**config.mk**
```make
export PLATFORM = sky130hd
export DESIGN_NAME = rpvt_front
export DESIGN_NICKNAME = d
export VERILOG_FILES = /design/src/rtl/rpvt_pkg.sv /design/src/rtl/rpvt_front.sv
export SDC_FILE = /design/constraint.sdc
export NUM_CORES = 1
export LEC_CHECK = 0
export BUFFER_PORTS_ARGS = -buffer_cell sky130_fd_sc_hd__buf_4
export CELL_PAD_IN_SITES_DETAIL_PLACEMENT = 0
export CELL_PAD_IN_SITES_GLOBAL_PLACEMENT = 2
export CORE_MARGIN = 2
export CORE_UTILIZATION = 42
export CTS_CLUSTER_SIZE = 28
export DETAILED_ROUTE_END_ITERATION = 8
export PLACE_DENSITY_LB_ADDON = 0.25
export SYNTH_ARGS = -nofsm -noshare
export SYNTH_HDL_FRONTEND = slang
export SYNTH_SLANG_ARGS = --single-unit
```
**constraint.sdc**
```tcl
create_clock -name i_clk -period 16.5 [get_ports i_clk]
set_clock_uncertainty 0.2 [all_clocks]
set_input_delay 0.825 -clock i_clk [delete_from_list [all_inputs] [get_ports i_clk]]
set_output_delay 0.825 -clock i_clk [all_outputs]
set_load 0.01 [all_outputs]
```
**src/rtl/rpvt_pkg.sv**
```systemverilog
// Shared types, constants and arithmetic helpers for the rigid pose vector transform.
// No dependencies; imported by rpvt_front, rpvt_back and the top level.
package rpvt_pkg;

    // Coordinate word and derived widths
    localparam int CW   = 32;          // coordinate width, signed Q1.(CW-2)
    localparam int FRAC = CW - 2;      // fraction bits
    localparam int PW   = CW + 3;      // rounded signed product
    localparam int AW   = CW + 6;      // accumulator

    localparam logic signed [AW-1:0] Q_ONE = {{(AW-FRAC-1){1'b0}}, 1'b1, {FRAC{1'b0}}};
    localparam logic signed [AW-1:0] Q_MAX = {{(AW-CW+1){1'b0}}, {(CW-1){1'b1}}};
    localparam logic signed [AW-1:0] Q_MIN = {{(AW-CW+1){1'b1}}, {(CW-1){1'b0}}};
    localparam logic [2*CW-1:0] HALF = {{(2*CW-FRAC){1'b0}}, 1'b1, {(FRAC-1){1'b0}}};

    // Function codes of an input item
    typedef logic [2:0] t_func;
    localparam t_func FN_REF_Q = 3'd0;
    localparam t_func FN_REF_T = 3'd1;
    localparam t_func FN_CUR_Q = 3'd2;
    localparam t_func FN_CUR_T = 3'd3;
    localparam t_func FN_POS   = 3'd4;
    localparam t_func FN_DIR   = 3'd5;

    // Command kinds after classification
    typedef enum logic [2:0] {
        K_REF_Q,
        K_REF_T,
        K_CUR_Q,
        K_CUR_T,
        K_POS,
        K_DIR,
        K_PASS
    } t_kind;

    typedef struct packed {
        logic [2:0]           func;
        logic signed [CW-1:0] comp_w;
        logic signed [CW-1:0] comp_x;
        logic signed [CW-1:0] comp_y;
        logic signed [CW-1:0] comp_z;
        logic                 is_meg;
    } t_in_item;

    typedef struct packed {
        logic signed [CW-1:0] out_x;
        logic signed [CW-1:0] out_y;
        logic signed [CW-1:0] out_z;
    } t_out_item;

    typedef struct packed {
        t_kind                kind;
        logic signed [CW-1:0] w;
        logic signed [CW-1:0] x;
        logic signed [CW-1:0] y;
        logic signed [CW-1:0] z;
    } t_cmd;

    // Head of the command queue as seen by the back end
    typedef struct packed {
        logic valid;
        t_cmd cmd;
    } t_q_head;

    // Clip an accumulator value to the coordinate range
    function automatic logic signed [CW-1:0] sat_cw(input logic signed [AW-1:0] v);
        logic signed [AW-1:0] r;
        r = v;
        if (v > Q_MAX) begin
            r = Q_MAX;
        end else if (v < Q_MIN) begin
            r = Q_MIN;
        end
        return r[CW-1:0];
    endfunction

    // Round a product magnitude half away from zero and apply its sign
    function automatic logic signed [PW-1:0] round_prod(input logic [2*CW-1:0] mag,
                                                        input logic neg);
        logic [2*CW-1:0]      t;
        logic signed [PW-1:0] s;
        t = mag + HALF;
        s = $signed({1'b0, t[2*CW-1:FRAC]});
        return neg ? -s : s;
    endfunction

endpackage

```
**src/rtl/rpvt_front.sv**
```systemverilog
// Front end: takes input transfers, classifies them and queues commands.
// Depends on rpvt_pkg.
module rpvt_front (
    input  logic               i_clk,
    input  logic               i_rst_n,
    input  logic               i_valid,
    output logic               o_stall,
    input  rpvt_pkg::t_in_item i_in,
    output rpvt_pkg::t_q_head  o_head,
    input  logic               i_pop
);
    import rpvt_pkg::*;

    t_cmd       r_mem [2];
    logic       r_wp;
    logic       r_rp;
    logic [1:0] r_cnt;
    logic [1:0] n_cnt;
    t_cmd       s_cmd;
    logic       s_keep;
    logic       s_push;

    // Classify: unused codes are accepted and dropped
    always_comb begin
        s_cmd.w = i_in.comp_w;
        s_cmd.x = i_in.comp_x;
        s_cmd.y = i_in.comp_y;
        s_cmd.z = i_in.comp_z;
        s_keep  = 1'b1;
        s_cmd.kind = K_PASS;
        unique case (i_in.func)
            FN_REF_Q: s_cmd.kind = K_REF_Q;
            FN_REF_T: s_cmd.kind = K_REF_T;
            FN_CUR_Q: s_cmd.kind = K_CUR_Q;
            FN_CUR_T: s_cmd.kind = K_CUR_T;
            FN_POS:   s_cmd.kind = i_in.is_meg ? K_POS : K_PASS;
            FN_DIR:   s_cmd.kind = i_in.is_meg ? K_DIR : K_PASS;
            default:  s_keep = 1'b0;
        endcase
    end

    assign o_stall = (r_cnt == 2'd2);
    assign s_push  = i_valid && !o_stall && s_keep;
    assign n_cnt   = r_cnt + {1'b0, s_push} - {1'b0, i_pop};

    // Two-entry command queue
    always_ff @(posedge i_clk) begin
        if (!i_rst_n) begin
            r_wp  <= 1'b0;
            r_rp  <= 1'b0;
            r_cnt <= 2'd0;
        end else begin
            if (s_push) begin
                r_wp <= ~r_wp;
            end
            if (i_pop) begin
                r_rp <= ~r_rp;
            end
            r_cnt <= n_cnt;
        end
    end

    always_ff @(posedge i_clk) begin
        if (s_push) begin
            r_mem[r_wp] <= s_cmd;
        end
    end

    assign o_head.valid = (r_cnt != 2'd0);
    assign o_head.cmd   = r_mem[r_rp];

endmodule

```
=== After elaboration in Yosys (flattened, before gate mapping) ===
Memories as Yosys holds them, arrays and structs flattened. A register that Yosys moved wholly into a read port is not among the register bits.
Cells that the tools add are included.

* Bitwise gates (word level): 2
* Reduce and logical (&&, ||, !) cells: 6
* Mux-type cells: 8
* Eq/ne operators: 6
* Add/subtract/negate cells: 2

{| class="wikitable"
|+ Operator list
! kind !! number
|-
| $pmux 3 s6 || 1
|-
| $eq 3x2->1 const B || 2
|-
| $eq 3x3->1 const B || 2
|-
| $reduce_or 6->1 || 1
|-
| $mux 1 || 5
|-
| $mux 2 || 2
|-
| $eq 3x1->1 const B || 1
|-
| $logic_not 3->1 || 1
|-
| $add 2x1->2 || 1
|-
| $eq 2x2->1 const B || 1
|-
| $logic_and 1x1->1 || 2
|-
| $not 1->1 || 2
|-
| $reduce_bool 2->1 || 1
|-
| $sub 2x1->2 || 1
|-
| $logic_not 1->1 || 1
|}

* Register bits: 4
* Memories kept: 1
* Bits in writable memories: 262
* Input port bits: 136
* Output and inout bits: 133

{| class="wikitable"
|+ Memory list
! name !! depth !! bits a word !! rd ports !! clocked after Yosys merged registers in !! write ports !! line !! text
|-
| r_mem || 2 || 131 || 1 || 1 || 1 || rpvt_front.sv:14 || <nowiki>t_cmd r_mem [2];</nowiki>
|}

=== Depth between registers and ports, before layout ===
* Word-level depth: 6
* Mapped depth: 8

=== Worst setup path before layout ===
OpenSTA, ideal clock, no wires.

* Kind: input -> register
* Start: in i_in[131] (netlist name)
* End: mem r_mem[0][0] (netlist name), enable pin
* Arrival time: 6.489 ns
* Slack: 9.188 ns
* Setup time: 0.623 ns
* Stages on the path: 3
* Data required time: 15.677 ns
* Cell sequence: nand2_1 -> nand3b_1 -> nor2_1

* Longest elaborated chain between the ends: 6
* Elaborated cells on any way between the ends: 11

{| class="wikitable"
|+ RTL lines
! element !! line !! text
|-
| from (decl) || rpvt_front.sv:8 || <nowiki>input rpvt_pkg::t_in_item i_in,</nowiki>
|-
| $eq 3x3->1, or another cell as far along || rpvt_front.sv:31 || <nowiki>unique case (i_in.func)</nowiki>
|-
| $reduce_or 6->1 (no source line) * || - ||
|-
| $mux 1 * || rpvt_front.sv:31 ||
|-
| $logic_and 1x1->1 * || rpvt_front.sv:43 || <nowiki>assign s_push = i_valid && !o_stall && s_keep;</nowiki>
|-
| $mux 1 * || rpvt_front.sv:64 || <nowiki>if (s_push) begin</nowiki>
|-
| $mux 1 (implied by the code) * || rpvt_front.sv:65 || <nowiki>r_mem[r_wp] <= s_cmd;</nowiki>
|-
| to (decl) || rpvt_front.sv:14 ||
|}

Every way passes the cells marked *; elsewhere a longest branch is shown, timed or not.

==> results.sh <==
export IMPL_tritoncts="done"
export IMPL_crit_fanout=52
export IMPL_clkSinkCount=267
export IMPL_cts_resized=0
export IMPL_netlist_cell_type_count=21
export IMPL_via_count=4952
export IMPL_cts_buffers_inserted=28
export IMPL_netlist_area_um2=10100
export IMPL_setup_viol=0
export IMPL_fin_nets=864
export IMPL_start_util=0.428
export IMPL_syn_num_nets=576
export IMPL_ys_ff_latch=267
export IMPL_drt_iter0_markers=285
export IMPL_cts_root_buf="clkbuf_16"
export IMPL_grt_usage=0.146
export IMPL_drive_above_1_share=0.602
export IMPL_wl_per_cell_um=18.3
export IMPL_fmax_mhz=265
export IMPL_whs_ns=0.279
export IMPL_path_clk_slew_ns=0.06
export IMPL_rr_endpoint="r_mem[1][32]"
export IMPL_tightest_slew_ns=1.19
export IMPL_finalCritPeriodShare=0.229
export IMPL_layout_commonest_cell="buf_4"
export IMPL_antenna_left=0
export IMPL_total_leakage_power_nw=5.15
export IMPL_place_hpwl_um=13100
export IMPL_power_frac_comb=0.159
export IMPL_grt_max_degree=87
export IMPL_clock_latency_ns=0.52
export IMPL_fp_row_count=56
export IMPL_drt_wl_total_um=19500
export IMPL_fill_cells=1881
export IMPL_power_switching_uw=387
export IMPL_first_pass_iters=4
export IMPL_min_path_type="input port to register"
export IMPL_end_kind="output pin"
export IMPL_layout_common_cells="buf_4 (274), edfxtp_1 (262), mux2_4 (90)"
export IMPL_crit_path_start_kind="register"
export IMPL_r2r_start="r_cnt[1]"
export IMPL_cts_buffer_depth=3
export IMPL_coreArea_um2=23500
export IMPL_crit_arrival_ns=2.75
export IMPL_endpoint="o_head[0]"
export IMPL_die_w_um=159
export IMPL_p_clk_frac=0.355
export IMPL_io_pins=269
export IMPL_avgSynthCellArea_um2=23.0
export IMPL_worstSetupPathType="register to output pin"
export IMPL_grt_overflow=0
export IMPL_routabilityCongestion=0.731
export IMPL_sw_frac_of_total=0.222
export IMPL_drc=0
export IMPL_setup_tns_ns=0
export IMPL_die_h_um=159
export IMPL_cap_violations=0
export IMPL_period_needed_ns=3.77
export IMPL_hold_buffers=0
export IMPL_yosys_warnings=0
export IMPL_synth_seq_area_share=0.790
export IMPL_crit_required_ns=15.47
export IMPL_pwr_density_cell_nw_per_um2=131
export IMPL_grt_pass1_wl_um=28800
export IMPL_slew_violations=0
export IMPL_outcome="complete, no violations"
export IMPL_vias_per_cell=4.64
export IMPL_portBuffers=268
export IMPL_cts_htree_levels=1
export IMPL_antenna_found_initial=1
export IMPL_hold_viol_final=0
export IMPL_reg2reg_depth=5
export IMPL_p_int_mw=1.35
export IMPL_areaGrowthSynthToFinish_pct=32.2
export IMPL_max_vdd_ir_drop_uv=67.8
export IMPL_pwr_share_seq=0.485
export IMPL_netlist_instances=438
export IMPL_max_slew_margin=0.205
export IMPL_grt_pass1_vias=5108
export IMPL_die_area_um2=25300
export IMPL_ff2ff_setup_slack_ns=13.35
export IMPL_rsz0062_at_grt="no"
export IMPL_cts_setup_buffers=0
-- Yosys cell counts (all sizes together) --
library cell	number	area, µm²
xor2	1	8.76
ha	2	25.0
or2	1	6.26
nand2	3	11.3
and2	5	31.3
mux2	131	1810
nand3b	1	7.51
clkbuf	1	3.75
a21o	1	7.51
nor2	2	7.51
inv	3	11.3
edfxtp	262	7870
dfxtp	5	100
nor2b	1	6.26
xnor2	2	17.5
o21ai	1	5.00
mux2i	1	10.0
buf	15	148
-- worst min-delay path by stage --
stage,start,end,cells after the start
floorplan,r_wp,r_wp,2
finish,i_in[40],r_mem[1][39],1
detailed placement,r_wp,r_wp,2
global placement,r_wp,r_wp,2
CTS,i_in[26],r_mem[0][25],1
global route,i_in[97],r_mem[1][96],1
-- critical path: stages, from the launching register on --
cell,delay (ns)
dfxtp_4,0.74
buf_4,0.84
mux2_2,0.42
buf_4,0.15
-- layer usage --
| metal | GRT usage | vias to the layer above | wire [µm] |
|---|---|---|---|
| met5 | 0 | - | 0 |
| met4 | 0.0376 | 0 | 288 |
| met3 | 0.0482 | 26 | 1690 |
| met2 | 0.246 | 189 | 9620 |
| met1 | 0.182 | 2428 | 7920 |
| li1 | - | 2309 | - |
-- metrics by stage --
step / total power [mW] / util / cells / worst slack (ns) / area (µm²)
6_report: 1.74 / 0.566 / 1067 / 12.73 / 13300
5_1_grt: 1.81 / 0.566 / 1067 / 12.59 / 13300
4_1_cts: 1.77 / 0.566 / 1066 / 12.68 / 13300
3_5_place_dp: 1.14 / 0.527 / 1015 / 12.82 / 12400
3_3_place_gp: 1.13 / 0.527 / 1015 / 12.90 / 12400
2_1_floorplan: 1.02 / - / 438 / 9.19 / 10100
-- registers in the layout, summed over array words and instances (netlist names), named ones only --
signal,cells
r_rp,1
r_wp,1
r_mem,262
r_cnt,2
-- power groups by stage --
stage	Clock [mW]	Combinational (mW)	Sequential (mW)
CTS	0.637	0.284	0.846
global placement	0	0.279	0.856
finish	0.619	0.277	0.845
global route	0.663	0.296	0.851
floorplan	0	0.155	0.864
detailed placement	0	0.283	0.860
-- cell families after synthesis --
kind of cell    share of synthesized area
fa+ha+maj                         0.00248
flops                               0.790
compound gates                    0.00124
mux                                 0.181
xor+xnor                          0.00261
simple gates                      0.00695
buf+inv                            0.0161
-- final cells by class --
cell class,instances,area [µm²],share of cell area
antenna,1,2.50,0.000188
timing repair buffer,274,2060,0.154
inverter,3,11.3,0.000844
clock buffer,31,733,0.0550
sequential,267,7970,0.598
clock inverter,20,190,0.0143
multi-input combinational,152,1970,0.148
tap,319,399,0.0299
No activity file was read; power rests on OpenSTA's default activity.
